[config.mk]
export PLATFORM = sky130hd
export DESIGN_NAME = fuel_level_filter_interpolator_unit
export DESIGN_NICKNAME = d
export VERILOG_FILES = /design/src/design/flfi_pkg.sv /design/src/design/fuel_level_filter_interpolator_unit.sv /design/src/design/flfi_alu.sv /design/src/design/flfi_cfg.sv
export SDC_FILE = /design/constraint.sdc
export NUM_CORES = 2
export LEC_CHECK = 0
export BUFFER_PORTS_ARGS = -buffer_cell sky130_fd_sc_hd__buf_2
export CAP_MARGIN = 15
export CORE_MARGIN = 3
export CORE_UTILIZATION = 39
export CTS_CLUSTER_DIAMETER = 120
export CTS_CLUSTER_SIZE = 28
export DETAILED_ROUTE_END_ITERATION = 12
export PLACE_DENSITY = 0.66
export SYNTH_ARGS = -nofsm -noshare
export SYNTH_HDL_FRONTEND = slang
export SYNTH_HIERARCHICAL = 1
export SYNTH_SLANG_ARGS = --single-unit
[constraint.sdc]
create_clock -name clk_i -period 11.9 [get_ports clk_i]
set_clock_uncertainty 0.15 [all_clocks]
set_input_delay 1.785 -clock clk_i [delete_from_list [all_inputs] [get_ports clk_i]]
set_output_delay 1.785 -clock clk_i [all_outputs]
set_load 0.1 [all_outputs]
[src/design/flfi_pkg.sv]
// Shared types, constants and helpers for the fuel level filter/interpolator.
// No dependencies; used by the top, flfi_alu and flfi_cfg.
package flfi_pkg;

  localparam int unsigned TABLE_POINTS_DEF = 8;
  localparam int unsigned ADC_BITS_DEF     = 12;
  localparam int unsigned FRAC_BITS_DEF    = 8;

  localparam int unsigned PT_ADC_W = 16;  // ADC level of one calibration point
  localparam int unsigned PCT_W    = 7;   // percent of one point / result
  localparam int unsigned PT_IDX_W = 3;   // index into the eight-point table
  localparam int unsigned NPTS_W   = 4;   // points_used register
  localparam int unsigned COEF_W   = 16;  // Q0.16 filter coefficients

  localparam logic [COEF_W-1:0] COEF_OLD = 16'd58982;
  localparam logic [COEF_W-1:0] COEF_NEW = 16'd6554;
  localparam logic [COEF_W-1:0] ROUND_HALF = 16'd32768;
  localparam logic [PCT_W-1:0]  PCT_MAX  = 7'd100;

  localparam int unsigned APB_AW = 6;
  localparam int unsigned APB_DW = 64;

  // Register indexes (byte address / 8)
  localparam logic [2:0] REG_ADC_MAX     = 3'd0;
  localparam logic [2:0] REG_POINTS_USED = 3'd1;
  localparam logic [2:0] REG_PT_ADC_LO   = 3'd2;
  localparam logic [2:0] REG_PT_ADC_HI   = 3'd3;
  localparam logic [2:0] REG_PT_PCT      = 3'd4;

  localparam logic [15:0] ADC_MAX_RST = 16'd4095;

  typedef struct packed {
    logic [15:0] adc_max;
    logic [3:0]  points_used;
    logic [63:0] pt_adc_lo;
    logic [63:0] pt_adc_hi;
    logic [55:0] pt_pct;
  } cfg_t;

  typedef enum logic {
    ALU_MAC,
    ALU_SUB
  } alu_op_e;

  function automatic logic [PT_ADC_W-1:0] point_adc(cfg_t c, logic [PT_IDX_W-1:0] i);
    logic [63:0] w;
    w = i[2] ? c.pt_adc_hi : c.pt_adc_lo;
    return w[PT_ADC_W*i[1:0] +: PT_ADC_W];
  endfunction

  function automatic logic [PCT_W-1:0] point_pct(cfg_t c, logic [PT_IDX_W-1:0] i);
    return c.pt_pct[PCT_W*i +: PCT_W];
  endfunction

  function automatic logic [PCT_W-1:0] clamp_pct(logic [PCT_W-1:0] v);
    return (v > PCT_MAX) ? PCT_MAX : v;
  endfunction

endpackage

[src/design/fuel_level_filter_interpolator_unit.sv]
// Fuel level filter and calibration-table interpolator, top level.
// Depends on flfi_pkg, flfi_alu and flfi_cfg.
//
// Each input beat carries one raw fuel-sender sample. The sample is clamped
// to adc_max, smoothed by an exponential average (0.9 old + 0.1 new, Q0.16
// coefficients, rounded; the first sample after reset loads the filter) and
// the smoothed level is mapped through a calibration table of up to eight
// (level, percent) points. The first segment that brackets the level is
// interpolated and rounded half up; a zero-span segment gives its first
// percent; outside the table the nearer end point wins, ties to the last.
// Percent is clamped to 100; fewer than two points give 0. One result beat
// per input beat. The block works on one sample at a time and s_axis_tready
// is low while it does. The work runs on the single shared
// multiply-accumulate/subtract unit (two filter passes, one subtraction,
// two products, one add; the sample that loads the filter skips the filter
// passes) and the seven-step restoring divide that rounds the percent. A
// result waits in the output register while the next sample is accepted;
// the block only stalls at its end if that register is still full.
// Configuration is an APB slave with 64-bit registers at byte address 8*i;
// pready is tied high.
module fuel_level_filter_interpolator_unit #(
  parameter int unsigned TABLE_POINTS = flfi_pkg::TABLE_POINTS_DEF,
  parameter int unsigned ADC_BITS     = flfi_pkg::ADC_BITS_DEF,
  parameter int unsigned FRAC_BITS    = flfi_pkg::FRAC_BITS_DEF,
  localparam int unsigned LW    = ADC_BITS + FRAC_BITS,
  localparam int unsigned IN_W  = ((ADC_BITS + 7) / 8) * 8,
  localparam int unsigned OUT_W = ((flfi_pkg::PCT_W + LW + 7) / 8) * 8
) (
  input  logic                          clk_i,
  input  logic                          rst_ni,
  // input stream
  input  logic                          s_axis_tvalid,
  output logic                          s_axis_tready,
  input  logic [IN_W-1:0]               s_axis_tdata,  // raw_sample
  // output stream
  output logic                          m_axis_tvalid,
  input  logic                          m_axis_tready,
  output logic [OUT_W-1:0]              m_axis_tdata,  // fill_percent, smoothed_level
  output logic                          m_axis_tuser,  // inside_table
  // APB configuration
  input  logic                          psel,
  input  logic                          penable,
  input  logic                          pwrite,
  input  logic [flfi_pkg::APB_AW-1:0]   paddr,
  input  logic [flfi_pkg::APB_DW-1:0]   pwdata,
  output logic [flfi_pkg::APB_DW-1:0]   prdata,
  output logic                          pready
);

  localparam int unsigned PW  = flfi_pkg::PT_ADC_W + FRAC_BITS;  // point level width
  localparam int unsigned RW  = PW + flfi_pkg::COEF_W + 1;      // accumulator width
  localparam int unsigned IW  = $clog2(TABLE_POINTS);
  localparam int unsigned PCW = flfi_pkg::PCT_W;

  // sequencer states
  localparam logic [3:0] ST_IDLE    = 4'd0;
  localparam logic [3:0] ST_FILT0   = 4'd1;
  localparam logic [3:0] ST_FILT1   = 4'd2;
  localparam logic [3:0] ST_SEARCH  = 4'd3;
  localparam logic [3:0] ST_SEGD    = 4'd4;
  localparam logic [3:0] ST_SUB     = 4'd5;
  localparam logic [3:0] ST_MUL1    = 4'd6;
  localparam logic [3:0] ST_MUL2    = 4'd7;
  localparam logic [3:0] ST_PREP    = 4'd8;
  localparam logic [3:0] ST_DIV     = 4'd9;
  localparam logic [3:0] ST_OUTSIDE = 4'd10;
  localparam logic [3:0] ST_DONE    = 4'd11;

  flfi_pkg::cfg_t cfg;

  flfi_cfg u_cfg (
    .clk_i     (clk_i),
    .rst_ni    (rst_ni),
    .psel_i    (psel),
    .penable_i (penable),
    .pwrite_i  (pwrite),
    .paddr_i   (paddr),
    .pwdata_i  (pwdata),
    .prdata_o  (prdata),
    .cfg_o     (cfg)
  );

  assign pready = 1'b1;

  // registers
  logic [3:0]          state_q, state_d;
  logic [ADC_BITS-1:0] sample_q, sample_d;
  logic [LW-1:0]       level_q, level_d;
  logic                primed_q, primed_d;
  logic [IW-1:0]       idx_q, idx_d;
  logic [RW-1:0]       acc_q, acc_d;
  logic [RW-1:0]       dv_q, dv_d;
  logic [PW-1:0]       d_q, d_d;
  logic [PW-1:0]       den_q, den_d;
  logic [PCW-1:0]      p1_q, p1_d;
  logic [PCW-1:0]      p2_q, p2_d;
  logic [PCW-1:0]      quo_q, quo_d;
  logic [2:0]          cnt_q, cnt_d;
  logic [PCW-1:0]      pct_q, pct_d;
  logic                inside_q, inside_d;
  logic                ovalid_q, ovalid_d;
  logic [PCW-1:0]      opct_q, opct_d;
  logic [LW-1:0]       olevel_q, olevel_d;
  logic                oinside_q, oinside_d;

  // shared unit
  flfi_pkg::alu_op_e            alu_op;
  logic [RW-1:0]                alu_a, alu_c, alu_res;
  logic [flfi_pkg::COEF_W-1:0]  alu_b;
  logic                         alu_borrow;

  flfi_alu #(
    .PW (PW),
    .RW (RW)
  ) u_alu (
    .op_i     (alu_op),
    .a_i      (alu_a),
    .b_i      (alu_b),
    .c_i      (alu_c),
    .res_o    (alu_res),
    .borrow_o (alu_borrow)
  );

  // table access
  logic [ADC_BITS-1:0]          raw;
  logic [flfi_pkg::NPTS_W-1:0]  n_pts;
  logic [flfi_pkg::PT_IDX_W-1:0] i0, i1, last_i;
  logic [PW-1:0]                lvl, a1, a2, pf, pl, df, dl;
  logic                         in_seg, seg_last;
  logic                         out_take;
  logic [PCW-1:0]               quo_nx;

  assign raw    = s_axis_tdata[ADC_BITS-1:0];
  assign n_pts  = (cfg.points_used > flfi_pkg::NPTS_W'(TABLE_POINTS)) ?
                  flfi_pkg::NPTS_W'(TABLE_POINTS) : cfg.points_used;
  assign i0     = flfi_pkg::PT_IDX_W'(idx_q);
  assign i1     = i0 + 3'd1;
  assign last_i = flfi_pkg::PT_IDX_W'(n_pts - 4'd1);
  assign lvl    = PW'(level_q);
  assign a1     = {flfi_pkg::point_adc(cfg, i0), {FRAC_BITS{1'b0}}};
  assign a2     = {flfi_pkg::point_adc(cfg, i1), {FRAC_BITS{1'b0}}};
  assign pf     = {flfi_pkg::point_adc(cfg, 3'd0), {FRAC_BITS{1'b0}}};
  assign pl     = {flfi_pkg::point_adc(cfg, last_i), {FRAC_BITS{1'b0}}};
  assign df     = (lvl > pf) ? (lvl - pf) : (pf - lvl);
  assign dl     = (lvl > pl) ? (lvl - pl) : (pl - lvl);
  assign in_seg = ((lvl >= a1) && (lvl <= a2)) || ((lvl <= a1) && (lvl >= a2));
  assign seg_last = (flfi_pkg::NPTS_W'(idx_q) + 4'd2) >= n_pts;
  assign out_take = ovalid_q && m_axis_tready;
  assign quo_nx   = {quo_q[PCW-2:0], !alu_borrow};

  always_comb begin
    state_d   = state_q;
    sample_d  = sample_q;
    level_d   = level_q;
    primed_d  = primed_q;
    idx_d     = idx_q;
    acc_d     = acc_q;
    dv_d      = dv_q;
    d_d       = d_q;
    den_d     = den_q;
    p1_d      = p1_q;
    p2_d      = p2_q;
    quo_d     = quo_q;
    cnt_d     = cnt_q;
    pct_d     = pct_q;
    inside_d  = inside_q;
    ovalid_d  = ovalid_q && !m_axis_tready;
    opct_d    = opct_q;
    olevel_d  = olevel_q;
    oinside_d = oinside_q;

    alu_op = flfi_pkg::ALU_MAC;
    alu_a  = '0;
    alu_b  = '0;
    alu_c  = '0;

    unique case (state_q)
      ST_IDLE: begin
        if (s_axis_tvalid) begin
          // clamp to adc_max; a larger limit than the sample range never bites
          if (ADC_BITS'(cfg.adc_max) < raw &&
              cfg.adc_max < flfi_pkg::PT_ADC_W'(raw) + 16'd1) begin
            sample_d = ADC_BITS'(cfg.adc_max);
          end else begin
            sample_d = raw;
          end
          if (flfi_pkg::PT_ADC_W'(raw) > cfg.adc_max) begin
            sample_d = ADC_BITS'(cfg.adc_max);
          end
          idx_d   = '0;
          state_d = ST_FILT0;
        end
      end
      ST_FILT0: begin
        if (!primed_q) begin
          level_d  = {sample_q, {FRAC_BITS{1'b0}}};
          primed_d = 1'b1;
          state_d  = ST_SEARCH;
        end else begin
          alu_op  = flfi_pkg::ALU_MAC;
          alu_a   = RW'(level_q);
          alu_b   = flfi_pkg::COEF_OLD;
          alu_c   = RW'(flfi_pkg::ROUND_HALF);
          acc_d   = alu_res;
          state_d = ST_FILT1;
        end
      end
      ST_FILT1: begin
        alu_op  = flfi_pkg::ALU_MAC;
        alu_a   = RW'({sample_q, {FRAC_BITS{1'b0}}});
        alu_b   = flfi_pkg::COEF_NEW;
        alu_c   = acc_q;
        level_d = alu_res[flfi_pkg::COEF_W +: LW];
        state_d = ST_SEARCH;
      end
      ST_SEARCH: begin
        if (n_pts < 4'd2) begin
          pct_d    = '0;
          inside_d = 1'b0;
          state_d  = ST_DONE;
        end else if (in_seg) begin
          p1_d     = flfi_pkg::point_pct(cfg, i0);
          p2_d     = flfi_pkg::point_pct(cfg, i1);
          inside_d = 1'b1;
          if (a1 == a2) begin
            pct_d   = flfi_pkg::clamp_pct(flfi_pkg::point_pct(cfg, i0));
            state_d = ST_DONE;
          end else begin
            state_d = ST_SEGD;
          end
        end else if (seg_last) begin
          state_d = ST_OUTSIDE;
        end else begin
          idx_d = idx_q + IW'(1);
        end
      end
      ST_SEGD: begin
        // distances from the first point; result is p1*(den-d) + p2*d over den
        d_d     = (lvl > a1) ? (lvl - a1) : (a1 - lvl);
        den_d   = (a2 > a1) ? (a2 - a1) : (a1 - a2);
        state_d = ST_SUB;
      end
      ST_SUB: begin
        alu_op  = flfi_pkg::ALU_SUB;
        alu_a   = RW'(den_q);
        alu_c   = RW'(d_q);
        acc_d   = alu_res;
        state_d = ST_MUL1;
      end
      ST_MUL1: begin
        alu_op  = flfi_pkg::ALU_MAC;
        alu_a   = acc_q;
        alu_b   = flfi_pkg::COEF_W'(p1_q);
        alu_c   = '0;
        acc_d   = alu_res;
        state_d = ST_MUL2;
      end
      ST_MUL2: begin
        alu_op  = flfi_pkg::ALU_MAC;
        alu_a   = RW'(d_q);
        alu_b   = flfi_pkg::COEF_W'(p2_q);
        alu_c   = acc_q;
        acc_d   = alu_res;
        state_d = ST_PREP;
      end
      ST_PREP: begin
        // rounding numerator 2*tot + den, divisor 2*den aligned to quotient bit 6
        alu_op  = flfi_pkg::ALU_MAC;
        alu_a   = RW'(den_q);
        alu_b   = flfi_pkg::COEF_W'(1);
        alu_c   = {acc_q[RW-2:0], 1'b0};
        acc_d   = alu_res;
        dv_d    = RW'(den_q) << PCW;
        quo_d   = '0;
        cnt_d   = 3'(PCW - 1);
        state_d = ST_DIV;
      end
      ST_DIV: begin
        alu_op = flfi_pkg::ALU_SUB;
        alu_a  = acc_q;
        alu_c  = dv_q;
        if (!alu_borrow) begin
          acc_d = alu_res;
        end
        quo_d = quo_nx;
        dv_d  = dv_q >> 1;
        cnt_d = cnt_q - 3'd1;
        if (cnt_q == 3'd0) begin
          pct_d   = flfi_pkg::clamp_pct(quo_nx);
          state_d = ST_DONE;
        end
      end
      ST_OUTSIDE: begin
        // strictly nearer to point 0 picks it, a tie goes to the last point
        pct_d    = flfi_pkg::clamp_pct((df < dl) ? flfi_pkg::point_pct(cfg, 3'd0) :
                                                   flfi_pkg::point_pct(cfg, last_i));
        inside_d = 1'b0;
        state_d  = ST_DONE;
      end
      ST_DONE: begin
        if (!ovalid_q || out_take) begin
          ovalid_d  = 1'b1;
          opct_d    = pct_q;
          olevel_d  = level_q;
          oinside_d = inside_q;
          state_d   = ST_IDLE;
        end
      end
      default: begin
        state_d = ST_IDLE;
      end
    endcase
  end

  always_ff @(posedge clk_i or negedge rst_ni) begin
    if (!rst_ni) begin
      state_q  <= ST_IDLE;
      level_q  <= '0;
      primed_q <= 1'b0;
      ovalid_q <= 1'b0;
    end else begin
      state_q  <= state_d;
      level_q  <= level_d;
      primed_q <= primed_d;
      ovalid_q <= ovalid_d;
    end
  end

  // datapath, no reset needed
  always_ff @(posedge clk_i) begin
    sample_q  <= sample_d;
    idx_q     <= idx_d;
    acc_q     <= acc_d;
    dv_q      <= dv_d;
    d_q       <= d_d;
    den_q     <= den_d;
    p1_q      <= p1_d;
    p2_q      <= p2_d;
    quo_q     <= quo_d;
    cnt_q     <= cnt_d;
    pct_q     <= pct_d;
    inside_q  <= inside_d;
    opct_q    <= opct_d;
    olevel_q  <= olevel_d;
    oinside_q <= oinside_d;
  end

  assign s_axis_tready = (state_q == ST_IDLE);
  assign m_axis_tvalid = ovalid_q;
  assign m_axis_tdata  = OUT_W'({olevel_q, opct_q});
  assign m_axis_tuser  = oinside_q;

endmodule

[src/design/flfi_alu.sv]
// Shared arithmetic unit: multiply-accumulate or subtract with borrow.
// Depends on flfi_pkg for the operation code and coefficient width.
module flfi_alu #(
  parameter int unsigned PW = 24,
  parameter int unsigned RW = 41
) (
  input  flfi_pkg::alu_op_e             op_i,
  input  logic [RW-1:0]                 a_i,
  input  logic [flfi_pkg::COEF_W-1:0]   b_i,
  input  logic [RW-1:0]                 c_i,
  output logic [RW-1:0]                 res_o,
  output logic                          borrow_o
);

  logic [PW+flfi_pkg::COEF_W-1:0] prod;

  assign prod = a_i[PW-1:0] * b_i;

  always_comb begin
    unique case (op_i)
      flfi_pkg::ALU_MAC: begin
        res_o    = c_i + RW'(prod);
        borrow_o = 1'b0;
      end
      flfi_pkg::ALU_SUB: begin
        res_o    = a_i - c_i;
        borrow_o = (a_i < c_i);
      end
      default: begin
        res_o    = '0;
        borrow_o = 1'b0;
      end
    endcase
  end

endmodule

[src/design/flfi_cfg.sv]
// APB register file: adc_max, points_used, point levels and point percents.
// Depends on flfi_pkg for cfg_t, register indexes and bus widths.
module flfi_cfg (
  input  logic                          clk_i,
  input  logic                          rst_ni,
  input  logic                          psel_i,
  input  logic                          penable_i,
  input  logic                          pwrite_i,
  input  logic [flfi_pkg::APB_AW-1:0]   paddr_i,
  input  logic [flfi_pkg::APB_DW-1:0]   pwdata_i,
  output logic [flfi_pkg::APB_DW-1:0]   prdata_o,
  output flfi_pkg::cfg_t                cfg_o
);

  flfi_pkg::cfg_t cfg_q;
  logic [2:0]     idx;
  logic           wr;

  assign idx = paddr_i[5:3];
  assign wr  = psel_i && penable_i && pwrite_i;

  always_ff @(posedge clk_i or negedge rst_ni) begin
    if (!rst_ni) begin
      cfg_q.adc_max     <= flfi_pkg::ADC_MAX_RST;
      cfg_q.points_used <= '0;
      cfg_q.pt_adc_lo   <= '0;
      cfg_q.pt_adc_hi   <= '0;
      cfg_q.pt_pct      <= '0;
    end else if (wr) begin
      unique case (idx)
        flfi_pkg::REG_ADC_MAX:     cfg_q.adc_max     <= pwdata_i[15:0];
        flfi_pkg::REG_POINTS_USED: cfg_q.points_used <= pwdata_i[3:0];
        flfi_pkg::REG_PT_ADC_LO:   cfg_q.pt_adc_lo   <= pwdata_i;
        flfi_pkg::REG_PT_ADC_HI:   cfg_q.pt_adc_hi   <= pwdata_i;
        flfi_pkg::REG_PT_PCT:      cfg_q.pt_pct      <= pwdata_i[55:0];
        default: ;
      endcase
    end
  end

  always_comb begin
    unique case (idx)
      flfi_pkg::REG_ADC_MAX:     prdata_o = {48'd0, cfg_q.adc_max};
      flfi_pkg::REG_POINTS_USED: prdata_o = {60'd0, cfg_q.points_used};
      flfi_pkg::REG_PT_ADC_LO:   prdata_o = cfg_q.pt_adc_lo;
      flfi_pkg::REG_PT_ADC_HI:   prdata_o = cfg_q.pt_adc_hi;
      flfi_pkg::REG_PT_PCT:      prdata_o = {8'd0, cfg_q.pt_pct};
      default:                   prdata_o = '0;
    endcase
  end

  assign cfg_o = cfg_q;

endmodule

==> results by group <==
Run status
  – Status: finished clean

Min path
  – Min-Delay Path Class: flip-flop to flip-flop

Global routing
  – First-pass GRT wire length: about 220000 um
  – Pin count of the biggest net entering global routing: 82
  – Total grt overflow: 0
  – Initial antenna violation count: 6
  – Tot GR Track Use: 0.229
  – Vias in the first global route: roughly 37000

Clocking
  – Clock Tree Buf Depth: 3
  – Worst skew pair latency: 600 ps
  – Hold buffer count at CTS: 0
  – # Post-CTS Setup Buffers: 0
  – CTS buffer count: 18
  – Post_cts resized: 0
  – Clock Tree Root: clkbuf_16
  – CTS H-tree lvls: 1
  – Clock Sink Count: between 400 and 500
  – Clk slew on worst S/H paths: approximately 110 ps
  – CTS tree: built

Floorplan
  – Cell Rows: between 100 and 150
  – Die W: 351 um
  – Initial Util: 0.394
  – I/O pin count: between 150 and 200
  – CORE AREA: approximately 0.12 mm2
  – Die area: between 0.1 and 0.15 mm2
  – Die Y: around 350 um

Worst setup path
  – Critical Path Max Stage Delay: around 750 ps
  – FF-to-FF path depth: 27
  – Critical Path AT: 9790 ps
  – RR Endpoint: pct_q[5]
  – Worst Setup End Kind: flip-flop
  – Crit path from: u_cfg/cfg_o[187]
  – R2R Setup Slk: roughly 2300 ps
  – Req. time, crit path: 12090 ps
  – Crit Path Max Fanout: 23
  – CP Capture Point: pct_q[5]
  – RR Startpoint: u_cfg/cfg_o[187]
  – Worst setup SP type: flip-flop
  – Setup CP Type: flip-flop to flip-flop
  – Slowest CP cell: dfrtp_1

STA
  – Worst-Margin Slew: roughly 1100 ps
  – Setup violators final: 0
  – Final min period: between 9000 and 10000 ps
  – Fin crit share: 0.806
  – Fmax: about 100 MHz
  – Post-route setup TNS: 0 ps
  – Slew HR: 0.285
  – RSZ-0062 raised after global routing: no
  – Max Slew Vio Count: 0
  – Hold Vio Cnt, Final: 0

Detailed routing
  – Drt drc: 0
  – First DRT Iteration DRCs: approximately 3200
  – WL/cell: around 22 um
  – Avg Vias per Cell: 5.75
  – Final WL: ~140000 um
  – First-pass iteration count of the detailed router: 6
  – Via Count: about 37000
  – DRT antenna net count: 0

Yosys
  – Post-synth top cells: 660 x inv_1, 623 x nand2_1, 352 x fa_1
  – Area contributors post-synth: fa_1 15%, edfxtp_1 12%, dfrtp_1 12%
  – EDFF count, synth: roughly 190
  – Syn. warnings: 6
  – FF+latch count, synth: between 400 and 500
  – Largest area contributor in the netlist: fa_1
  – Top cell type's share of synthesized area: 0.151
  – Synth unique cells: 99
  – Leading cell type by number of instances after synthesis: inv_1
  – Synth Area per Inst: roughly 9.6 um2
  – Syn Inst Count: ~4800
  – Synth Flop Type: dfrtp_1
  – Seq/Total Area, Yosys: 0.244
  – Mapped cell area: around 0.047 mm2
  – Ys async rst share: 0.553

Placed design
  – Detailed placer's ending HPWL: around 110000 um
  – Placer Congestion: between 0.9 and 1
  – I/O Buffers: 179

Final layout
  – Nets: ~5600
  – Fraction of layout cells with a size suffix above 1: 0.139
  – Synth-to-layout area growth: 6.46%

Flow run
  – Max cap viols: 0
-- area by class of cell --
cell class              instances  area [um2]
clock buffers                  30         495
diodes                          4        10.0
fillers                     11500       68700
inverters                     666        2500
repair buffers                249        1450
multi-input cells            3500       31800
flip-flops and latches        416       11400
well taps                    1536        1920
clock inverters                 2        46.3
-- worst min-delay path by stage --
stage / to / from / slack (ps) / cells after the start
2_1_floorplan: m_axis_tuser / inside_q / 250 / 0
3_3_place_gp: opct_q[3] / pct_q[3] / 260 / 0
3_5_place_dp: opct_q[1] / pct_q[1] / 260 / 0
4_1_cts: opct_q[1] / pct_q[1] / 280 / 0
5_1_grt: opct_q[4] / pct_q[4] / 290 / 0
6_report: opct_q[2] / pct_q[2] / 280 / 0
-- worst max-delay path: cells and delay by family (launching register included) --
family | cells | cell delay [ps]
adders and majority gates | 3 | 940
and+or+nand+nor | 7 | 2090
AOI/OAI and AO/OA | 8 | 2330
DFF | 1 | 750
xor gates and xnor gates | 2 | 680
muxes | 3 | 830
buffers and inverters | 4 | 1520
-- routing by layer --
| metal | GRT usage | wire, um | vias up |
|---|---|---|---|
| met1 | 0.298 | 57600 | 18300 |
| li1 | - | - | 16600 |
| met4 | 0.121 | 8910 | 2 |
| met3 | 0.0253 | 9230 | 312 |
| met5 | 0 | 8 | - |
| met2 | 0.376 | 65700 | 1553 |
-- flip-flops by register name, indices dropped and copies added, names as in the netlist, 4 cells and up --
name and count:
dv_q 31, opct_q 7, p2_q 7, sample_q 12, olevel_q 20, d_q 24, state_q 4, u_cfg/cfg_o 204
level_q 20, den_q 16, acc_q 41, pct_q 7, p1_q 7, quo_q 6
-- placed cells by master (no fill, tap or decap), types with 24 or more instances in the layout --
cell,n
ha_1,335
nand3_1,54
xnor2_1,87
mux2i_1,153
and2_1,198
buf_4,70
mux2_2,207
buf_2,177
nand4_1,34
nor3_1,40
a221oi_1,24
xor2_1,66
o21ai_0,178
mux2_1,42
dfrtp_1,218
a21oi_1,216
mux4_2,119
nor2_1,145
a222oi_1,32
a22oi_1,26
nand2_1,623
edfxtp_1,186
fa_1,352
o211ai_1,30
inv_1,660
a21o_1,92
o21bai_1,27
nor2b_1,38
-- stage by stage --
step,setup slack [ps],cell area (um2),std cells,utilization,hold slack [ps]
floorplan,3520,46600,4833,-,250
global placement,2510,49000,6366,0.414,255
global route,1720,49500,6399,0.419,293
finish,2300,49600,6403,0.419,280
CTS,2380,49500,6398,0.419,283
detailed placement,2430,49000,6366,0.414,257
-- cells by family after synthesis --
group	share of synthesized area
other	0.000161
muxes	0.153
DFF	0.244
adders and majority gates	0.242
AOI/OAI and AO/OA	0.126
and+or+nand+nor	0.128
buffers and inverters	0.0770
xor gates and xnor gates	0.0305
Power is left out: the tool's default activity adds up to more than one toggle a clock period on the data nets, which glitch-free logic cannot reach.
